<file path="src/rtl/lscf_pkg.sv">
// shared types, codes and solver microcode for the least-squares circle fit
// no dependencies
package lscf_pkg;

	localparam int MAX_POINTS_DEF       = 1024;
	localparam int COORD_BITS_DEF       = 12;
	localparam int RADIUS_FRAC_BITS_DEF = 8;
	localparam int MIN_POINTS           = 3;
	localparam int OUT_W                = 32;
	localparam int SQRT_IN_W            = 64;
	localparam int SQRT_STEPS           = 32;
	localparam int PC_W                 = 6;

	localparam logic [2:0] OP_ADD  = 3'd0;
	localparam logic [2:0] OP_SUB  = 3'd1;
	localparam logic [2:0] OP_MUL  = 3'd2;
	localparam logic [2:0] OP_DIV  = 3'd3;
	localparam logic [2:0] OP_SQRT = 3'd4;

	localparam logic [1:0] TST_NONE = 2'd0;
	localparam logic [1:0] TST_DET  = 2'd1;
	localparam logic [1:0] TST_NUM  = 2'd2;
	localparam logic [1:0] TST_BIG  = 2'd3;

	localparam logic [1:0] CAP_NONE = 2'd0;
	localparam logic [1:0] CAP_CX   = 2'd1;
	localparam logic [1:0] CAP_CY   = 2'd2;
	localparam logic [1:0] CAP_R    = 2'd3;

	localparam logic [1:0] OUT_FAIL  = 2'd0;
	localparam logic [1:0] OUT_OK    = 2'd1;
	localparam logic [1:0] OUT_RZERO = 2'd2;
	localparam logic [1:0] OUT_RSAT  = 2'd3;

	typedef logic [4:0] src_t;

	localparam src_t R_T1   = 5'd0;
	localparam src_t R_T2   = 5'd1;
	localparam src_t R_S2   = 5'd2;
	localparam src_t R_C    = 5'd3;
	localparam src_t R_D    = 5'd4;
	localparam src_t R_G    = 5'd5;
	localparam src_t R_E    = 5'd6;
	localparam src_t R_H    = 5'd7;
	localparam src_t R_DET  = 5'd8;
	localparam src_t R_PX   = 5'd9;
	localparam src_t R_PY   = 5'd10;
	localparam src_t R_Q    = 5'd11;
	localparam src_t R_CX   = 5'd12;
	localparam src_t R_CY   = 5'd13;
	localparam src_t R_NUM  = 5'd14;
	localparam src_t R_RAD  = 5'd15;
	localparam src_t S_N    = 5'd16;
	localparam src_t S_SX   = 5'd17;
	localparam src_t S_SY   = 5'd18;
	localparam src_t S_SXX  = 5'd19;
	localparam src_t S_SYY  = 5'd20;
	localparam src_t S_SXY  = 5'd21;
	localparam src_t S_SX3  = 5'd22;
	localparam src_t S_SY3  = 5'd23;
	localparam src_t S_SXYY = 5'd24;
	localparam src_t S_SXXY = 5'd25;
	localparam src_t S_KF   = 5'd26;

	typedef struct packed {
		logic [2:0] op;
		logic [3:0] dst;
		src_t       src_a;
		src_t       src_b;
		logic [1:0] tst;
		logic [1:0] cap;
	} uinstr_t;

	typedef struct packed {
		logic       rd;
		logic       start;
		logic       step;
		logic       wb;
		logic       out_load;
		logic [1:0] out_mode;
		uinstr_t    ins;
	} dp_cmd_t;

	typedef struct packed {
		logic done;
		logic zero;
		logic nonpos;
		logic big;
	} dp_stat_t;

	localparam logic [PC_W-1:0] PROG_LAST = 6'd46;

	function automatic uinstr_t mk(input logic [2:0] op, input src_t dst, input src_t a,
		input src_t b, input logic [1:0] tst, input logic [1:0] cap);
		uinstr_t u;
		u.op    = op;
		u.dst   = dst[3:0];
		u.src_a = a;
		u.src_b = b;
		u.tst   = tst;
		u.cap   = cap;
		return u;
	endfunction

	function automatic uinstr_t ucode(input logic [PC_W-1:0] pc);
		uinstr_t u;
		unique case (pc)
			6'd0:  u = mk(OP_ADD, R_S2, S_SXX, S_SYY, TST_NONE, CAP_NONE);
			6'd1:  u = mk(OP_MUL, R_T1, S_N, S_SXX, TST_NONE, CAP_NONE);
			6'd2:  u = mk(OP_MUL, R_T2, S_SX, S_SX, TST_NONE, CAP_NONE);
			6'd3:  u = mk(OP_SUB, R_C, R_T1, R_T2, TST_NONE, CAP_NONE);
			6'd4:  u = mk(OP_MUL, R_T1, S_N, S_SXY, TST_NONE, CAP_NONE);
			6'd5:  u = mk(OP_MUL, R_T2, S_SX, S_SY, TST_NONE, CAP_NONE);
			6'd6:  u = mk(OP_SUB, R_D, R_T1, R_T2, TST_NONE, CAP_NONE);
			6'd7:  u = mk(OP_MUL, R_T1, S_N, S_SYY, TST_NONE, CAP_NONE);
			6'd8:  u = mk(OP_MUL, R_T2, S_SY, S_SY, TST_NONE, CAP_NONE);
			6'd9:  u = mk(OP_SUB, R_G, R_T1, R_T2, TST_NONE, CAP_NONE);
			6'd10: u = mk(OP_ADD, R_T1, S_SX3, S_SXYY, TST_NONE, CAP_NONE);
			6'd11: u = mk(OP_MUL, R_T1, S_N, R_T1, TST_NONE, CAP_NONE);
			6'd12: u = mk(OP_MUL, R_T2, R_S2, S_SX, TST_NONE, CAP_NONE);
			6'd13: u = mk(OP_SUB, R_E, R_T1, R_T2, TST_NONE, CAP_NONE);
			6'd14: u = mk(OP_ADD, R_T1, S_SXXY, S_SY3, TST_NONE, CAP_NONE);
			6'd15: u = mk(OP_MUL, R_T1, S_N, R_T1, TST_NONE, CAP_NONE);
			6'd16: u = mk(OP_MUL, R_T2, R_S2, S_SY, TST_NONE, CAP_NONE);
			6'd17: u = mk(OP_SUB, R_H, R_T1, R_T2, TST_NONE, CAP_NONE);
			6'd18: u = mk(OP_MUL, R_T1, R_C, R_G, TST_NONE, CAP_NONE);
			6'd19: u = mk(OP_MUL, R_T2, R_D, R_D, TST_NONE, CAP_NONE);
			6'd20: u = mk(OP_SUB, R_DET, R_T1, R_T2, TST_DET, CAP_NONE);
			6'd21: u = mk(OP_MUL, R_T1, R_E, R_G, TST_NONE, CAP_NONE);
			6'd22: u = mk(OP_MUL, R_T2, R_H, R_D, TST_NONE, CAP_NONE);
			6'd23: u = mk(OP_SUB, R_PX, R_T1, R_T2, TST_NONE, CAP_NONE);
			6'd24: u = mk(OP_MUL, R_T1, R_H, R_C, TST_NONE, CAP_NONE);
			6'd25: u = mk(OP_MUL, R_T2, R_E, R_D, TST_NONE, CAP_NONE);
			6'd26: u = mk(OP_SUB, R_PY, R_T1, R_T2, TST_NONE, CAP_NONE);
			6'd27: u = mk(OP_ADD, R_Q, R_DET, R_DET, TST_NONE, CAP_NONE);
			6'd28: u = mk(OP_DIV, R_CX, R_PX, R_Q, TST_NONE, CAP_CX);
			6'd29: u = mk(OP_DIV, R_CY, R_PY, R_Q, TST_NONE, CAP_CY);
			6'd30: u = mk(OP_MUL, R_T1, R_PX, R_PX, TST_NONE, CAP_NONE);
			6'd31: u = mk(OP_MUL, R_T2, R_PY, R_PY, TST_NONE, CAP_NONE);
			6'd32: u = mk(OP_ADD, R_T1, R_T1, R_T2, TST_NONE, CAP_NONE);
			6'd33: u = mk(OP_MUL, R_NUM, S_N, R_T1, TST_NONE, CAP_NONE);
			6'd34: u = mk(OP_MUL, R_T1, R_PX, S_SX, TST_NONE, CAP_NONE);
			6'd35: u = mk(OP_MUL, R_T2, R_PY, S_SY, TST_NONE, CAP_NONE);
			6'd36: u = mk(OP_ADD, R_T1, R_T1, R_T2, TST_NONE, CAP_NONE);
			6'd37: u = mk(OP_ADD, R_T2, R_Q, R_Q, TST_NONE, CAP_NONE);
			6'd38: u = mk(OP_MUL, R_T1, R_T2, R_T1, TST_NONE, CAP_NONE);
			6'd39: u = mk(OP_SUB, R_NUM, R_NUM, R_T1, TST_NONE, CAP_NONE);
			6'd40: u = mk(OP_MUL, R_T1, R_Q, R_Q, TST_NONE, CAP_NONE);
			6'd41: u = mk(OP_MUL, R_T2, R_T1, R_S2, TST_NONE, CAP_NONE);
			6'd42: u = mk(OP_ADD, R_NUM, R_NUM, R_T2, TST_NUM, CAP_NONE);
			6'd43: u = mk(OP_MUL, R_NUM, R_NUM, S_KF, TST_NONE, CAP_NONE);
			6'd44: u = mk(OP_MUL, R_T2, S_N, R_T1, TST_NONE, CAP_NONE);
			6'd45: u = mk(OP_DIV, R_T1, R_NUM, R_T2, TST_BIG, CAP_NONE);
			6'd46: u = mk(OP_SQRT, R_RAD, R_T1, R_T1, TST_NONE, CAP_R);
			default: u = mk(OP_ADD, R_T1, R_T1, R_T1, TST_NONE, CAP_NONE);
		endcase
		return u;
	endfunction

endpackage

</file>
<file path="src/rtl/lscf_accum.sv">
// point pipeline: products of each point and the running count and power sums
// depends on lscf_pkg
module lscf_accum
	import lscf_pkg::*;
#(
	parameter int MAX_POINTS = MAX_POINTS_DEF,
	parameter int COORD_BITS = COORD_BITS_DEF,
	parameter int CNT_W      = $clog2(MAX_POINTS + 1)
) (
	input  logic                        clk,
	input  logic                        arst_n,
	input  logic                        take,
	input  logic [COORD_BITS-1:0]       x,
	input  logic [COORD_BITS-1:0]       y,
	input  logic                        clear,
	output logic                        busy,
	output logic [CNT_W-1:0]            count,
	output logic [CNT_W+COORD_BITS-1:0] sum_x,
	output logic [CNT_W+COORD_BITS-1:0] sum_y,
	output logic [CNT_W+2*COORD_BITS-1:0] sum_x_sq,
	output logic [CNT_W+2*COORD_BITS-1:0] sum_y_sq,
	output logic [CNT_W+2*COORD_BITS-1:0] sum_xy,
	output logic [CNT_W+3*COORD_BITS-1:0] sum_x_cube,
	output logic [CNT_W+3*COORD_BITS-1:0] sum_y_cube,
	output logic [CNT_W+3*COORD_BITS-1:0] sum_x_ysq,
	output logic [CNT_W+3*COORD_BITS-1:0] sum_xsq_y
);

	localparam int P2_W = 2 * COORD_BITS;
	localparam int P3_W = 3 * COORD_BITS;
	localparam int S1_W = CNT_W + COORD_BITS;
	localparam int S2_W = CNT_W + P2_W;
	localparam int S3_W = CNT_W + P3_W;

	logic                  v_s1, v_s2;
	logic [COORD_BITS-1:0] x_s1, y_s1, x_s2, y_s2;
	logic [P2_W-1:0]       xx_s1, yy_s1, xy_s1, xx_s2, yy_s2, xy_s2;
	logic [P3_W-1:0]       x3_s2, y3_s2, xyy_s2, xxy_s2;
	logic [CNT_W-1:0]      count_q;
	logic [S1_W-1:0]       sx_q, sy_q;
	logic [S2_W-1:0]       sxx_q, syy_q, sxy_q;
	logic [S3_W-1:0]       sx3_q, sy3_q, sxyy_q, sxxy_q;
	logic                  keep;

	assign keep = take && (count_q < CNT_W'(MAX_POINTS));

	always_ff @(posedge clk or negedge arst_n) begin
		if (!arst_n) begin
			v_s1 <= 1'b0;
			v_s2 <= 1'b0;
		end else begin
			v_s1 <= keep;
			v_s2 <= v_s1;
		end
	end

	always_ff @(posedge clk) begin
		x_s1   <= x;
		y_s1   <= y;
		xx_s1  <= P2_W'(x) * P2_W'(x);
		yy_s1  <= P2_W'(y) * P2_W'(y);
		xy_s1  <= P2_W'(x) * P2_W'(y);
		x_s2   <= x_s1;
		y_s2   <= y_s1;
		xx_s2  <= xx_s1;
		yy_s2  <= yy_s1;
		xy_s2  <= xy_s1;
		x3_s2  <= P3_W'(xx_s1) * P3_W'(x_s1);
		y3_s2  <= P3_W'(yy_s1) * P3_W'(y_s1);
		xyy_s2 <= P3_W'(yy_s1) * P3_W'(x_s1);
		xxy_s2 <= P3_W'(xx_s1) * P3_W'(y_s1);
	end

	always_ff @(posedge clk or negedge arst_n) begin
		if (!arst_n) begin
			count_q <= '0;
			sx_q    <= '0;
			sy_q    <= '0;
			sxx_q   <= '0;
			syy_q   <= '0;
			sxy_q   <= '0;
			sx3_q   <= '0;
			sy3_q   <= '0;
			sxyy_q  <= '0;
			sxxy_q  <= '0;
		end else if (clear) begin
			count_q <= '0;
			sx_q    <= '0;
			sy_q    <= '0;
			sxx_q   <= '0;
			syy_q   <= '0;
			sxy_q   <= '0;
			sx3_q   <= '0;
			sy3_q   <= '0;
			sxyy_q  <= '0;
			sxxy_q  <= '0;
		end else begin
			if (keep) begin
				count_q <= count_q + 1'b1;
			end
			if (v_s2) begin
				sx_q   <= sx_q + S1_W'(x_s2);
				sy_q   <= sy_q + S1_W'(y_s2);
				sxx_q  <= sxx_q + S2_W'(xx_s2);
				syy_q  <= syy_q + S2_W'(yy_s2);
				sxy_q  <= sxy_q + S2_W'(xy_s2);
				sx3_q  <= sx3_q + S3_W'(x3_s2);
				sy3_q  <= sy3_q + S3_W'(y3_s2);
				sxyy_q <= sxyy_q + S3_W'(xyy_s2);
				sxxy_q <= sxxy_q + S3_W'(xxy_s2);
			end
		end
	end

	assign busy       = v_s1 | v_s2;
	assign count      = count_q;
	assign sum_x      = sx_q;
	assign sum_y      = sy_q;
	assign sum_x_sq   = sxx_q;
	assign sum_y_sq   = syy_q;
	assign sum_xy     = sxy_q;
	assign sum_x_cube = sx3_q;
	assign sum_y_cube = sy3_q;
	assign sum_x_ysq  = sxyy_q;
	assign sum_xsq_y  = sxxy_q;

endmodule

</file>
<file path="config.mk">
export PLATFORM = sky130hd
export DESIGN_NAME = lscf_accum
export DESIGN_NICKNAME = d
export VERILOG_FILES = /design/src/rtl/lscf_pkg.sv /design/src/rtl/lscf_accum.sv
export SDC_FILE = /design/constraint.sdc
export NUM_CORES = 2
export LEC_CHECK = 0
export BUFFER_PORTS_ARGS = -buffer_cell sky130_fd_sc_hd__buf_2
export CELL_PAD_IN_SITES_DETAIL_PLACEMENT = 0
export CELL_PAD_IN_SITES_GLOBAL_PLACEMENT = 2
export CORE_AREA = 2 2 449 451
export CTS_CLUSTER_DIAMETER = 120
export DETAILED_ROUTE_END_ITERATION = 16
export DIE_AREA = 0 0 451 453
export GPL_TIMING_DRIVEN = 0
export PLACE_DENSITY_LB_ADDON = 0.1
export SYNTH_ARGS = -nofsm -noshare
export SYNTH_HDL_FRONTEND = slang
export SYNTH_SLANG_ARGS = --single-unit
</file>
<file path="constraint.sdc">
create_clock -name clk -period 7.9 [get_ports clk]
set_input_delay 0.79 -clock clk [delete_from_list [all_inputs] [get_ports clk]]
set_output_delay 0.79 -clock clk [all_outputs]
set_load 0.05 [all_outputs]
</file>
==> impl_metrics.py <==
metrics = {
    "timing": {
        "slew_viol_final": 0,
        "fin_crit_ps": 7630,
        "fin_skew_ps": 42.8,
        "rsz0062_at_grt": "no",
        "fmax_mhz": 131,
        "relSlewSlack_pct": 1.01,
        "holdWs_ps": 72.4,
        "timing_hold_violations_final": 0,
        "setup_viol": 0,
        "period_share_pct": 96.6,
        "tightestPinTransition_ps": 1480,
    },
    "final_layout": {
        "drive_above_1_share_pct": 6.77,
        "area_growth_pct": 10.9,
        "stdcell_count": 12100,
        "fill_cells": 20100,
        "layout.nets": 11200,
    },
    "clocking": {
        "cts_tree": "yes",
        "cts.sinks": 677,
        "clock_path_buffers": 3,
        "clkSlewWorstSetupHoldPaths_ps": 60,
        "clkLatencyLatePin_ps": 750,
        "numCtsBuffers": 87,
        "cts_htree_levels": 3,
        "cts-root-buf": "clkbuf_16",
    },
    "logic_synthesis": {
        "ys_top_cells_by_area": "fa_1 28%, ha_1 11%, dfrtp_1 11%, dfxtp_1 8.2%, inv_1 7.1%",
        "synth_top_area_cell": "fa_1",
        "synth.most_common_cell": "inv_1",
        "synth_cell_types": 99,
        "yosys.area.top_type_share_pct": 28.3,
        "synthTopCellsByCount": "1509 x inv_1, 1145 x nand2_1, 1123 x fa_1",
        "syn_area_per_cell_sq_um": 8.99,
        "ys.flop_type": "dfrtp_1",
        "ys_seq_area_share_pct": 19.3,
        "syn-cell-area_sq_mm": 0.0793,
        "ys_ff_latch": 677,
        "synth_edf_count": 0,
        "async_flop_share_pct": 52.0,
        "ys_warn_count": 0,
        "synth_cells": 8820,
    },
    "route": {
        "vias": 62400,
        "first_pass_iters": 6,
        "wire_per_inst_um": 23.5,
        "vias_per_cell": 5.18,
        "detail-route-antenna-nets": 0,
        "drc": 0,
        "finalWirelength_um": 284000,
        "drt_iter0_drc": 4398,
    },
    "critical_path": {
        "arrival_ps": 8270,
        "startpoint_type": "flop",
        "crit_fanout": 10,
        "r2r_slack_ps": 270,
        "path_class": "flop to flop",
        "slowest_delay_ps": 800,
        "timing.rr.start": "y_s1[9]",
        "cp-end-kind": "flop",
        "slowest_stage": "clkbuf_1",
        "r2r_end": "y3_s2[35]",
        "worstPathCellList": "clkbuf_1 -> clkbuf_1 -> and2_1 -> fa_1 -> fa_1 -> fa_1 -> fa_1 -> inv_1 -> fa_1 -> inv_1 -> ha_1 -> a21o_1 -> a21o_1 -> a221o_1 -> a221o_1 -> a221o_1 -> a31oi_1 -> a221oi_1 -> xnor2_1",
        "cp.required_ps": 8530,
        "rr_worst_depth": 19,
        "critPathMostFrequentCell": "fa_1",
    },
    "placement": {
        "place.gp.congestion": 0.933,
        "place_inst": 11900,
        "io_buffers": 378,
        "hpwl_um": 234000,
    },
    "grt": {
        "grt_overflow_total": 0,
        "grt_pass1_vias": 64100,
        "grt_max_degree": 105,
        "grt_pass1_wl_um": 421000,
        "antenna_found_initial": 38,
        "grt_usage_pct": 27.8,
    },
    "status": {
        "status": "complete, but fails checks",
        "violations": "capacitance limit",
    },
    "die": {
        "start_util_pct": 39.8,
        "dieWidth_um": 451,
        "io_pins": 379,
        "dieHeight_um": 453,
        "dieArea_sq_mm": 0.204,
        "rows": 164,
        "core_area_sq_mm": 0.199,
    },
    "min_path": {
        "hold_class": "input port to async pin",
    },
    "run": {
        "cap_violations": 1,
    },
}
[per-stage QoR]
step / area [sq um] / TNS, ps / util, % / setup slack, ps
final: 88000 / 0 / 44.2 / 269
after global routing: 87900 / 0 / 44.1 / 17.4
after CTS: 87900 / 0 / 44.1 / 119
after detailed placement: 85000 / -309 / 42.7 / -121
after global placement: 84600 / -708780 / 42.5 / -2200
after floorplan: 79400 / 0 / - / 1750
[repair_timing]
action                     CTS  global route
resized for setup            0            13
setup buffers                0             0
gates cloned                 0             0
hold buffers                 0             0
setup endpoints to repair    4             5
[area by class of cell]
| cell class | count | area (sq um) | area share [%] |
|---|---|---|---|
| well taps | 2656 | 3320 | 3.78 |
| multi-input cells | 6305 | 57100 | 64.9 |
| clock inverters | 29 | 405 | 0.461 |
| plain buffers | 345 | 1350 | 1.53 |
| inverters | 1511 | 5670 | 6.45 |
| diodes | 17 | 42.5 | 0.0483 |
| repair buffers | 392 | 2200 | 2.50 |
| clock buffers | 133 | 2560 | 2.91 |
| flip-flops and latches | 677 | 15300 | 17.4 |
[cells in the final DEF (no fill, tap or decap), drive strengths merged, types with 64 or more instances in the layout]
master and n:
a21oi 378, nand2 1145, nor2 514, clkbuf 455, inv 1512, buf 414, mux2i 119, xor2 167
dfxtp 325, fa 1123, xnor2 296, o21ai 230, nor2b 64, a21o 190, o21bai 65, ha 720
and2 493, dfrtp 352, nor3 64, nand3 115
[cells by family (layout without fill, tap and decap cells)]
family                     count (synthesis)  count (layout)  synth area share (%)
AOI/OAI and AO/OA                       1204            1204                  9.98
xor gates and xnor gates                 463             463                  5.11
adders and majority gates               1843            1843                  39.7
buffers and inverters                   1864            2410                  8.84
DFF                                      677             677                  19.3
muxes                                    132             132                  1.69
other                                      2              45               0.00947
and+or+nand+nor                         2635            2635                  15.4
[worst max-delay path by stage]
stage	from	endpoint	depth (start not counted)	slack, ps
CTS	x_s1[5]	x3_s2[34]	21	120
detailed placement	x_s1[4]	x3_s2[34]	22	-120
global route	xx_s1[3]	x3_s2[32]	20	20
finish	y_s1[9]	y3_s2[35]	19	270
floorplan	x[7]	xy_s1[20]	22	1750
global placement	arst_n	sum_xsq_y[5]	1	-2200
[metal layers]
| metal | vias up | global-route usage, % | wire length [um] |
|---|---|---|---|
| li1 | 28800 | - | - |
| met1 | 31600 | 39.0 | 130000 |
| met2 | 1703 | 44.6 | 128000 |
| met3 | 306 | 3.41 | 15500 |
| met4 | 0 | 8.85 | 10200 |
| met5 | - | 0 | 0 |
[registers in the layout, summed over array words and instances (netlist names), 35 cells and up]
name and flops:
xyy_s2 35, x3_s2 36, y3_s2 36, sum_x_cube 47
sum_xy 35, sum_y_cube 47, sum_xsq_y 47, sum_x_sq 35
sum_x_ysq 47, xxy_s2 36, sum_y_sq 35
[critical path: cells and delay by family (launching register included)]
family	cells	cell delay, ps
AOI/OAI and AO/OA	7	2110
xor gates and xnor gates	1	300
adders and majority gates	6	2690
buffers and inverters	4	1630
DFF	1	490
and+or+nand+nor	1	260
Power is left out: the tool's default activity adds up to more than one toggle a clock period on the data nets, which glitch-free logic cannot reach.
