--- src/rtl/lscf_pkg.sv ---
// shared types, codes and solver microcode for the least-squares circle fit
// no dependencies
package lscf_pkg;

	localparam int MAX_POINTS_DEF       = 1024;
	localparam int COORD_BITS_DEF       = 12;
	localparam int RADIUS_FRAC_BITS_DEF = 8;
	localparam int MIN_POINTS           = 3;
	localparam int OUT_W                = 32;
	localparam int SQRT_IN_W            = 64;
	localparam int SQRT_STEPS           = 32;
	localparam int PC_W                 = 6;

	localparam logic [2:0] OP_ADD  = 3'd0;
	localparam logic [2:0] OP_SUB  = 3'd1;
	localparam logic [2:0] OP_MUL  = 3'd2;
	localparam logic [2:0] OP_DIV  = 3'd3;
	localparam logic [2:0] OP_SQRT = 3'd4;

	localparam logic [1:0] TST_NONE = 2'd0;
	localparam logic [1:0] TST_DET  = 2'd1;
	localparam logic [1:0] TST_NUM  = 2'd2;
	localparam logic [1:0] TST_BIG  = 2'd3;

	localparam logic [1:0] CAP_NONE = 2'd0;
	localparam logic [1:0] CAP_CX   = 2'd1;
	localparam logic [1:0] CAP_CY   = 2'd2;
	localparam logic [1:0] CAP_R    = 2'd3;

	localparam logic [1:0] OUT_FAIL  = 2'd0;
	localparam logic [1:0] OUT_OK    = 2'd1;
	localparam logic [1:0] OUT_RZERO = 2'd2;
	localparam logic [1:0] OUT_RSAT  = 2'd3;

	typedef logic [4:0] src_t;

	localparam src_t R_T1   = 5'd0;
	localparam src_t R_T2   = 5'd1;
	localparam src_t R_S2   = 5'd2;
	localparam src_t R_C    = 5'd3;
	localparam src_t R_D    = 5'd4;
	localparam src_t R_G    = 5'd5;
	localparam src_t R_E    = 5'd6;
	localparam src_t R_H    = 5'd7;
	localparam src_t R_DET  = 5'd8;
	localparam src_t R_PX   = 5'd9;
	localparam src_t R_PY   = 5'd10;
	localparam src_t R_Q    = 5'd11;
	localparam src_t R_CX   = 5'd12;
	localparam src_t R_CY   = 5'd13;
	localparam src_t R_NUM  = 5'd14;
	localparam src_t R_RAD  = 5'd15;
	localparam src_t S_N    = 5'd16;
	localparam src_t S_SX   = 5'd17;
	localparam src_t S_SY   = 5'd18;
	localparam src_t S_SXX  = 5'd19;
	localparam src_t S_SYY  = 5'd20;
	localparam src_t S_SXY  = 5'd21;
	localparam src_t S_SX3  = 5'd22;
	localparam src_t S_SY3  = 5'd23;
	localparam src_t S_SXYY = 5'd24;
	localparam src_t S_SXXY = 5'd25;
	localparam src_t S_KF   = 5'd26;

	typedef struct packed {
		logic [2:0] op;
		logic [3:0] dst;
		src_t       src_a;
		src_t       src_b;
		logic [1:0] tst;
		logic [1:0] cap;
	} uinstr_t;

	typedef struct packed {
		logic       rd;
		logic       start;
		logic       step;
		logic       wb;
		logic       out_load;
		logic [1:0] out_mode;
		uinstr_t    ins;
	} dp_cmd_t;

	typedef struct packed {
		logic done;
		logic zero;
		logic nonpos;
		logic big;
	} dp_stat_t;

	localparam logic [PC_W-1:0] PROG_LAST = 6'd46;

	function automatic uinstr_t mk(input logic [2:0] op, input src_t dst, input src_t a,
		input src_t b, input logic [1:0] tst, input logic [1:0] cap);
		uinstr_t u;
		u.op    = op;
		u.dst   = dst[3:0];
		u.src_a = a;
		u.src_b = b;
		u.tst   = tst;
		u.cap   = cap;
		return u;
	endfunction

	function automatic uinstr_t ucode(input logic [PC_W-1:0] pc);
		uinstr_t u;
		unique case (pc)
			6'd0:  u = mk(OP_ADD, R_S2, S_SXX, S_SYY, TST_NONE, CAP_NONE);
			6'd1:  u = mk(OP_MUL, R_T1, S_N, S_SXX, TST_NONE, CAP_NONE);
			6'd2:  u = mk(OP_MUL, R_T2, S_SX, S_SX, TST_NONE, CAP_NONE);
			6'd3:  u = mk(OP_SUB, R_C, R_T1, R_T2, TST_NONE, CAP_NONE);
			6'd4:  u = mk(OP_MUL, R_T1, S_N, S_SXY, TST_NONE, CAP_NONE);
			6'd5:  u = mk(OP_MUL, R_T2, S_SX, S_SY, TST_NONE, CAP_NONE);
			6'd6:  u = mk(OP_SUB, R_D, R_T1, R_T2, TST_NONE, CAP_NONE);
			6'd7:  u = mk(OP_MUL, R_T1, S_N, S_SYY, TST_NONE, CAP_NONE);
			6'd8:  u = mk(OP_MUL, R_T2, S_SY, S_SY, TST_NONE, CAP_NONE);
			6'd9:  u = mk(OP_SUB, R_G, R_T1, R_T2, TST_NONE, CAP_NONE);
			6'd10: u = mk(OP_ADD, R_T1, S_SX3, S_SXYY, TST_NONE, CAP_NONE);
			6'd11: u = mk(OP_MUL, R_T1, S_N, R_T1, TST_NONE, CAP_NONE);
			6'd12: u = mk(OP_MUL, R_T2, R_S2, S_SX, TST_NONE, CAP_NONE);
			6'd13: u = mk(OP_SUB, R_E, R_T1, R_T2, TST_NONE, CAP_NONE);
			6'd14: u = mk(OP_ADD, R_T1, S_SXXY, S_SY3, TST_NONE, CAP_NONE);
			6'd15: u = mk(OP_MUL, R_T1, S_N, R_T1, TST_NONE, CAP_NONE);
			6'd16: u = mk(OP_MUL, R_T2, R_S2, S_SY, TST_NONE, CAP_NONE);
			6'd17: u = mk(OP_SUB, R_H, R_T1, R_T2, TST_NONE, CAP_NONE);
			6'd18: u = mk(OP_MUL, R_T1, R_C, R_G, TST_NONE, CAP_NONE);
			6'd19: u = mk(OP_MUL, R_T2, R_D, R_D, TST_NONE, CAP_NONE);
			6'd20: u = mk(OP_SUB, R_DET, R_T1, R_T2, TST_DET, CAP_NONE);
			6'd21: u = mk(OP_MUL, R_T1, R_E, R_G, TST_NONE, CAP_NONE);
			6'd22: u = mk(OP_MUL, R_T2, R_H, R_D, TST_NONE, CAP_NONE);
			6'd23: u = mk(OP_SUB, R_PX, R_T1, R_T2, TST_NONE, CAP_NONE);
			6'd24: u = mk(OP_MUL, R_T1, R_H, R_C, TST_NONE, CAP_NONE);
			6'd25: u = mk(OP_MUL, R_T2, R_E, R_D, TST_NONE, CAP_NONE);
			6'd26: u = mk(OP_SUB, R_PY, R_T1, R_T2, TST_NONE, CAP_NONE);
			6'd27: u = mk(OP_ADD, R_Q, R_DET, R_DET, TST_NONE, CAP_NONE);
			6'd28: u = mk(OP_DIV, R_CX, R_PX, R_Q, TST_NONE, CAP_CX);
			6'd29: u = mk(OP_DIV, R_CY, R_PY, R_Q, TST_NONE, CAP_CY);
			6'd30: u = mk(OP_MUL, R_T1, R_PX, R_PX, TST_NONE, CAP_NONE);
			6'd31: u = mk(OP_MUL, R_T2, R_PY, R_PY, TST_NONE, CAP_NONE);
			6'd32: u = mk(OP_ADD, R_T1, R_T1, R_T2, TST_NONE, CAP_NONE);
			6'd33: u = mk(OP_MUL, R_NUM, S_N, R_T1, TST_NONE, CAP_NONE);
			6'd34: u = mk(OP_MUL, R_T1, R_PX, S_SX, TST_NONE, CAP_NONE);
			6'd35: u = mk(OP_MUL, R_T2, R_PY, S_SY, TST_NONE, CAP_NONE);
			6'd36: u = mk(OP_ADD, R_T1, R_T1, R_T2, TST_NONE, CAP_NONE);
			6'd37: u = mk(OP_ADD, R_T2, R_Q, R_Q, TST_NONE, CAP_NONE);
			6'd38: u = mk(OP_MUL, R_T1, R_T2, R_T1, TST_NONE, CAP_NONE);
			6'd39: u = mk(OP_SUB, R_NUM, R_NUM, R_T1, TST_NONE, CAP_NONE);
			6'd40: u = mk(OP_MUL, R_T1, R_Q, R_Q, TST_NONE, CAP_NONE);
			6'd41: u = mk(OP_MUL, R_T2, R_T1, R_S2, TST_NONE, CAP_NONE);
			6'd42: u = mk(OP_ADD, R_NUM, R_NUM, R_T2, TST_NUM, CAP_NONE);
			6'd43: u = mk(OP_MUL, R_NUM, R_NUM, S_KF, TST_NONE, CAP_NONE);
			6'd44: u = mk(OP_MUL, R_T2, S_N, R_T1, TST_NONE, CAP_NONE);
			6'd45: u = mk(OP_DIV, R_T1, R_NUM, R_T2, TST_BIG, CAP_NONE);
			6'd46: u = mk(OP_SQRT, R_RAD, R_T1, R_T1, TST_NONE, CAP_R);
			default: u = mk(OP_ADD, R_T1, R_T1, R_T1, TST_NONE, CAP_NONE);
		endcase
		return u;
	endfunction

endpackage

--- src/rtl/lscf_ctrl.sv ---
// controller: input handshake, drain wait, microcode sequencing, result handshake
// depends on lscf_pkg
module lscf_ctrl
	import lscf_pkg::*;
#(
	parameter int CNT_W = 11
) (
	input  logic             clk,
	input  logic             arst_n,
	input  logic             s_tvalid,
	input  logic             s_tlast,
	output logic             s_tready,
	output logic             m_tvalid,
	input  logic             m_tready,
	input  logic             acc_busy,
	input  logic [CNT_W-1:0] acc_count,
	output logic             acc_take,
	output logic             acc_clear,
	output dp_cmd_t          cmd,
	input  dp_stat_t         stat
);

	localparam logic [2:0] ST_IDLE  = 3'd0;
	localparam logic [2:0] ST_DRAIN = 3'd1;
	localparam logic [2:0] ST_FETCH = 3'd2;
	localparam logic [2:0] ST_START = 3'd3;
	localparam logic [2:0] ST_RUN   = 3'd4;
	localparam logic [2:0] ST_FIN   = 3'd5;

	logic [2:0]      state_q, state_d;
	logic [PC_W-1:0] pc_q, pc_d;
	logic [1:0]      mode_q, mode_d;
	logic            m_tvalid_q;

	assign s_tready = (state_q == ST_IDLE);
	assign acc_take = s_tvalid && s_tready;
	assign m_tvalid = m_tvalid_q;

	always_comb begin
		state_d      = state_q;
		pc_d         = pc_q;
		mode_d       = mode_q;
		acc_clear    = 1'b0;
		cmd          = '0;
		cmd.ins      = ucode(pc_q);
		cmd.out_mode = mode_q;
		unique case (state_q)
			ST_IDLE: begin
				if (s_tvalid && s_tlast) begin
					state_d = ST_DRAIN;
				end
			end
			ST_DRAIN: begin
				if (!acc_busy) begin
					pc_d = '0;
					if (acc_count < CNT_W'(MIN_POINTS)) begin
						mode_d  = OUT_FAIL;
						state_d = ST_FIN;
					end else begin
						state_d = ST_FETCH;
					end
				end
			end
			ST_FETCH: begin
				cmd.rd  = 1'b1;
				state_d = ST_START;
			end
			ST_START: begin
				cmd.start = 1'b1;
				state_d   = ST_RUN;
			end
			ST_RUN: begin
				if (stat.done) begin
					cmd.wb = 1'b1;
					priority if (cmd.ins.tst == TST_DET && stat.zero) begin
						mode_d  = OUT_FAIL;
						state_d = ST_FIN;
					end else if (cmd.ins.tst == TST_NUM && stat.nonpos) begin
						mode_d  = OUT_RZERO;
						state_d = ST_FIN;
					end else if (cmd.ins.tst == TST_BIG && stat.big) begin
						mode_d  = OUT_RSAT;
						state_d = ST_FIN;
					end else if (pc_q == PROG_LAST) begin
						mode_d  = OUT_OK;
						state_d = ST_FIN;
					end else begin
						pc_d    = pc_q + 1'b1;
						state_d = ST_FETCH;
					end
				end else begin
					cmd.step = 1'b1;
				end
			end
			ST_FIN: begin
				if (!m_tvalid_q || m_tready) begin
					cmd.out_load = 1'b1;
					acc_clear    = 1'b1;
					state_d      = ST_IDLE;
				end
			end
			default: state_d = ST_IDLE;
		endcase
	end

	always_ff @(posedge clk or negedge arst_n) begin
		if (!arst_n) begin
			state_q    <= ST_IDLE;
			pc_q       <= '0;
			mode_q     <= OUT_FAIL;
			m_tvalid_q <= 1'b0;
		end else begin
			state_q <= state_d;
			pc_q    <= pc_d;
			mode_q  <= mode_d;
			if (cmd.out_load) begin
				m_tvalid_q <= 1'b1;
			end else if (m_tready) begin
				m_tvalid_q <= 1'b0;
			end
		end
	end

endmodule

--- config.mk ---
export PLATFORM = sky130hd
export DESIGN_NAME = lscf_ctrl
export DESIGN_NICKNAME = d
export VERILOG_FILES = /design/src/rtl/lscf_pkg.sv /design/src/rtl/lscf_ctrl.sv
export SDC_FILE = /design/constraint.sdc
export NUM_CORES = 1
export LEC_CHECK = 0
export BUFFER_PORTS_ARGS = -buffer_cell sky130_fd_sc_hd__clkbuf_2
export CAP_MARGIN = 20
export CORE_MARGIN = 4
export CORE_UTILIZATION = 40
export CTS_CLUSTER_DIAMETER = 40
export DETAILED_ROUTE_END_ITERATION = 8
export GPL_ROUTABILITY_DRIVEN = 0
export HOLD_SLACK_MARGIN = 0.06
export PLACE_DENSITY_LB_ADDON = 0.1
export SYNTH_ARGS = -nofsm -noshare
export SYNTH_HDL_FRONTEND = slang
export SYNTH_SLANG_ARGS = --single-unit
--- constraint.sdc ---
create_clock -name clk -period 6.4 [get_ports clk]
set_input_delay 1.92 -clock clk [delete_from_list [all_inputs] [get_ports clk]]
set_output_delay 1.92 -clock clk [all_outputs]
set_load 0.02 [all_outputs]
==> results.tsv, run 1 <==
metric	value	unit
leakage	0.000984	uW
GRT Overall Usage	0.189	
ratio of total power to cell area	241	nW/um^2
number of synthesized register bits	12	
area grow syn2layout	14.5	%
Via Count	2201	
final core occ	0.474	
RSZ-0062 raised after global routing	no	
Synth area leader	dfrtp_1	
setup_tns	0	ns
YS warnings	0	
cell row count	25	
Data required, critical path	4.48	ns
chip width	78.1	um
Clk Latency, worst-skew pair	0.24	ns
final worst-path cycle share	0.729	
first-pass GRT wire length	9560	um
Starting Density	0.414	
post-synthesis sequential area ratio	0.153	
worst reg2reg path depth	7	
Worst-path clk slew	0.05	ns
WL/cell	15.2	um
grt ovf	0	
status	complete, no violations	
initial antenna violation count	0	
worst slew pin tran	0.964	ns
Diodes inserted	0	
DR WL met3	365	um
Period minus WS final	4.66	ns
max_slew headroom	0.357	
total CTS buffers	3	
post-synth cell types	55	
HP Class	flop to flop	
Hold Buf Count CTS	0	
top sig layer	met4	
IO Pins	53	
total core area	4750	um^2
Synth area leaders	dfrtp_1, ha_1, a21oi_1	
Slew Limit Fails	0	
Yosys top cell area share	0.153	
H-Tree Depth	1	
Post-synth EDFFs	0	
FMAX	214	MHz
DRT Wirelength	5720	um
clock skew	0.00581	ns
Metal-1 WL	2640	um
CTS Root Cell	clkbuf_8	
Antenna Nets Post-Route	0	
Layout fillers	489	
number of global-route vias before repair	1916	
Setup CP Type	flop to output pin	
worst-path fanout max	15	
CP arrival	2.74	ns
Top FF cell, synth	dfrtp_1	
CTS Sinks	12	
Worst IR Drop VDD	0.170	mV
Cells after Synth	280	
largest net degree at the start of global routing	46	
Detail Route met2 WL	2580	um
TritonCTS clock tree	yes	
Hold Crit Depth	1	
share of cells above drive strength 1	0.223	
I/O Buffers	52	
PnR Total Power	543	uW
Max-Cap Viols	0	
HPWL after detailed placement	4220	um
Syn Area/Cell	7.03	um^2
CTS Buffer Depth	2	
syn nets	315	
Die Ht	78.1	um
most common cell in the netlist	nor2_1	
Post-synth ARST share	1.00	
Mapped Area	1970	um^2
final setup violation count	0	
Synth top cells by count	nor2_1, a21oi_1, nand2_1, o21ai_0, clkbuf_1	
drt via density	5.84	
CP Capture Type	output pin	
Final #Nets	347	
drt pass-1 iters	4	
CTS-repair resized insts	0	
final hold vios	0	
DRC viols	0	
die area	6110	um^2
worst hold margin	0.493	ns
Detailed Route Iter0 Violations	226	
startpoint types	flop	
post-CTS setup buffer count	0	
[report_power, final]
group | total [uW] | internal (uW) | switching, uW
clock | 67.8 | 41.4 | 26.4
combinational | 350 | 141 | 209
sequential | 125 | 87.1 | 38.2
[per-stage QoR]
stage	cells	worst slack, ns	area [um^2]
final	377	1.74	2250
after global routing	377	1.56	2250
after CTS	377	1.79	2250
after detailed placement	374	1.97	2210
after global placement	374	1.98	2210
after floorplan	280	1.97	1970
[layout make-up]
type                    instances  area [um^2]  area share
repair buffers                 55          283       0.125
clock buffers                   3         41.3      0.0183
well taps                      67         83.8      0.0372
multi-input cells             232         1520       0.672
flip-flops and latches         12          300       0.133
inverters                       8         30.0      0.0133
[final timing paths]
kind	start	to	slack, ns
setup reg to reg	pc_q[1]$_DFFE_PN0P_	pc_q[0]$_DFFE_PN0P_	3.31
min in group asynchronous	arst_n	mode_q[0]$_DFFE_PN0P_	1.56
hold reg to reg	mode_q[1]$_DFFE_PN0P_	mode_q[1]$_DFFE_PN0P_	0.49
hold / removal	mode_q[1]$_DFFE_PN0P_	mode_q[1]$_DFFE_PN0P_	0.49
setup / recovery	pc_q[1]$_DFFE_PN0P_	cmd[10]	1.74
max in group asynchronous	arst_n	pc_q[0]$_DFFE_PN0P_	4.60
[critical path, cell delays in order (launching register included)]
cell	delay, ns
dfrtp_1	0.65
inv_1	0.23
ha_1	0.43
nor2_1	0.39
nand3b_1	0.17
o21ai_0	0.10
a211oi_1	0.26
o22ai_1	0.11
clkbuf_2	0.17
[registers in the layout (all words and copies together) (netlist names)]
name,flops
mode_q,2
state_q,3
pc_q,6
m_tvalid,1
[metal layers]
metal	vias up	GRT usage
met4	0	0.0577
met3	12	0.0183
met5	-	0
met2	81	0.304
li1	1091	-
met1	1017	0.268
[kinds of logic (layout without fill, tap and decap cells)]
family / count (synthesis) / count (layout) / synth area share
muxes: 8 / 8 / 0.0451
adders and majority gates: 14 / 14 / 0.0890
and+or+nand+nor: 107 / 107 / 0.289
buffers and inverters: 36 / 66 / 0.0776
DFF: 12 / 12 / 0.153
xor gates and xnor gates: 1 / 1 / 0.00445
AOI/OAI and AO/OA: 102 / 102 / 0.342
[layout by cell type, fill, tap and decap left out, types with 3 or more instances in the layout]
cell      instances
nor2_1           26
nor2b_1          13
nor3_1            9
a21oi_1          25
inv_1             8
ha_1             14
o21a_1            3
buf_4             3
o31ai_1           4
clkbuf_2         52
nand2b_1          9
and3_1            4
a31oi_1           5
a211oi_1          7
a22oi_1           3
nand3_1           3
and2_1            4
o22ai_1           4
mux2_2            3
clkbuf_8          3
mux2i_1           4
a221o_1           3
o21ai_0          23
nand2_1          23
nand3b_1          4
dfrtp_1          12
nor3b_1           3
Power figures use the tool's default switching activity.
==> run 2: changes to the inputs <==
==> constraint.sdc (replaced) <==
create_clock -name clk -period 4.43 [get_ports clk]
set_input_delay 1.329 -clock clk [delete_from_list [all_inputs] [get_ports clk]]
set_output_delay 1.329 -clock clk [all_outputs]
set_load 0.02 [all_outputs]
==> run 2 against run 1 <==
Against the previous run: design area is 1.3% higher; sequential power is 45% higher; clock-buffer cell count is 1 higher; sequential share of layout area is 0.17 points lower; hold slack worse by 0.0084 ns; global-route usage is 0.22 points higher; critical path depth stayed put; first-iteration DRC count is 31% higher; setup slack worse by 1.4 ns; die area stayed put; critical endpoint unchanged; largest cell class unchanged; largest power group unchanged; highest routed layer unchanged.
==> results.tsv, run 2 (same netlist as run 1, synthesis figures left out) <==
metric	value	unit
status	complete, no violations	
final hold vios	0	
I/O Buffers	52	
Antenna Nets Post-Route	0	
CTS Sinks	12	
Bufs and invs on worst path	2	
leakage	0.00100	uW
WL/cell	15.9	um
ratio of total power to cell area	356	nW/um^2
critical path, cell by cell	inv_1 > ha_1 > nor2_1 > nand3b_1 > o21ai_0 > a211oi_1 > o22ai_1 > clkbuf_2	
Largest regs	pc_q: 6 flops, state_q: 3 flops, mode_q: 2 flops	
Starting Density	0.414	
DRT Wirelength	6050	um
max incr delay on CP	0.65	ns
top sig layer	met4	
RSZ-0062 raised after global routing	no	
DR WL met3	364	um
total core area	4750	um^2
Layout fillers	505	
share of cells above drive strength 1	0.230	
fin cells	380	
H-Tree Depth	1	
DRC viols	0	
Diodes inserted	0	
initial antenna violation count	0	
slowest CP cell	dfrtp_1	
setup_tns	0	ns
max FFs per register	6	
worst slew pin tran	0.890	ns
die area	6110	um^2
HPWL after detailed placement	4350	um
Worst IR Drop VDD	0.229	mV
final worst-path cycle share	0.926	
HP Class	flop to flop	
chip width	78.1	um
most common cell after layout, fill and taps aside	clkbuf_2	
largest net degree at the start of global routing	46	
IO Pins	53	
most frequent cells in the layout	clkbuf_2, nor2_1, a21oi_1	
Detail Route met2 WL	2780	um
CTS Root Cell	clkbuf_8	
Final #Nets	349	
delay-heaviest family, CP	flip-flops	
Via Count	2233	
Seq. cell area	300	um^2
TritonCTS clock tree	yes	
grt ovf	0	
Detailed Route Iter0 Violations	295	
Hold Buf Count CTS	0	
final core occ	0.480	
worst hold margin	0.484	ns
Data required, critical path	3.10	ns
CP Capture Type	output pin	
DP Cell Count	376	
post-CTS setup buffer count	0	
Worst-path clk slew	0.06	ns
CP arrival	2.77	ns
startpoint types	flop	
Multi-input gate area	1520	um^2
number of global-route vias before repair	1974	
worst-path fanout max	15	
Metal-1 WL	2880	um
final setup violation count	0	
clock skew	0.00671	ns
drt pass-1 iters	7	
Setup CP Type	flop to output pin	
drt via density	5.88	
total CTS buffers	3	
Die Ht	78.1	um
GRT Overall Usage	0.192	
first-pass GRT wire length	9750	um
Slew Limit Fails	0	
CTS Buffer Depth	2	
cell row count	25	
max_slew headroom	0.406	
Top reg by flops	pc_q	
FMAX	244	MHz
CTS-repair resized insts	0	
Clk Latency, worst-skew pair	0.24	ns
Period minus WS final	4.10	ns
area grow syn2layout	16.0	%
Max-Cap Viols	0	
-- run 2: changes by cell type in the layout (fill, tap and decap cells not counted), sizes merged --
cell | previous run | this run
buf | 3 | 5
clkbuf | 55 | 56
-- run 2: power by group --
part           internal [uW]  leakage, uW  switching (uW)
combinational            204     0.000807             308
sequential               126     0.000165            55.3
clock                   78.4    0.0000288            39.9
-- run 2: layout make-up --
| type | count | area share |
|---|---|---|
| multi-input cells | 232 | 0.664 |
| flip-flops and latches | 12 | 0.132 |
| repair buffers | 57 | 0.130 |
| well taps | 67 | 0.0367 |
| clock buffers | 4 | 0.0241 |
| inverters | 8 | 0.0132 |
-- run 2: worst paths after layout --
path	depth (start not counted)	slack, ns	to	from
worst max-delay path	8	0.33	cmd[10]	pc_q[1]$_DFFE_PN0P_
worst min-delay path	1	0.48	mode_q[1]$_DFFE_PN0P_	mode_q[1]$_DFFE_PN0P_
worst max register to register	7	1.34	pc_q[0]$_DFFE_PN0P_	pc_q[1]$_DFFE_PN0P_
worst min register to register	1	0.48	mode_q[1]$_DFFE_PN0P_	mode_q[1]$_DFFE_PN0P_
max in group asynchronous	1	3.22	state_q[0]$_DFFE_PN0P_	arst_n
min in group asynchronous	1	0.97	mode_q[1]$_DFFE_PN0P_	arst_n
-- run 2: stage by stage --
stage	cell area, um^2	worst slack [ns]	total power (uW)
after CTS	2280	0.406	812
after detailed placement	2230	0.669	689
after global placement	2230	0.776	688
after global routing	2280	0.154	875
after floorplan	1970	0.937	546
final	2280	0.328	811
-- run 2: per-layer routing --
metal  up-vias  GRT usage
met1      1024      0.272
met5         -          0
met2       104      0.313
met4         0     0.0455
met3         2     0.0183
li1       1103          -
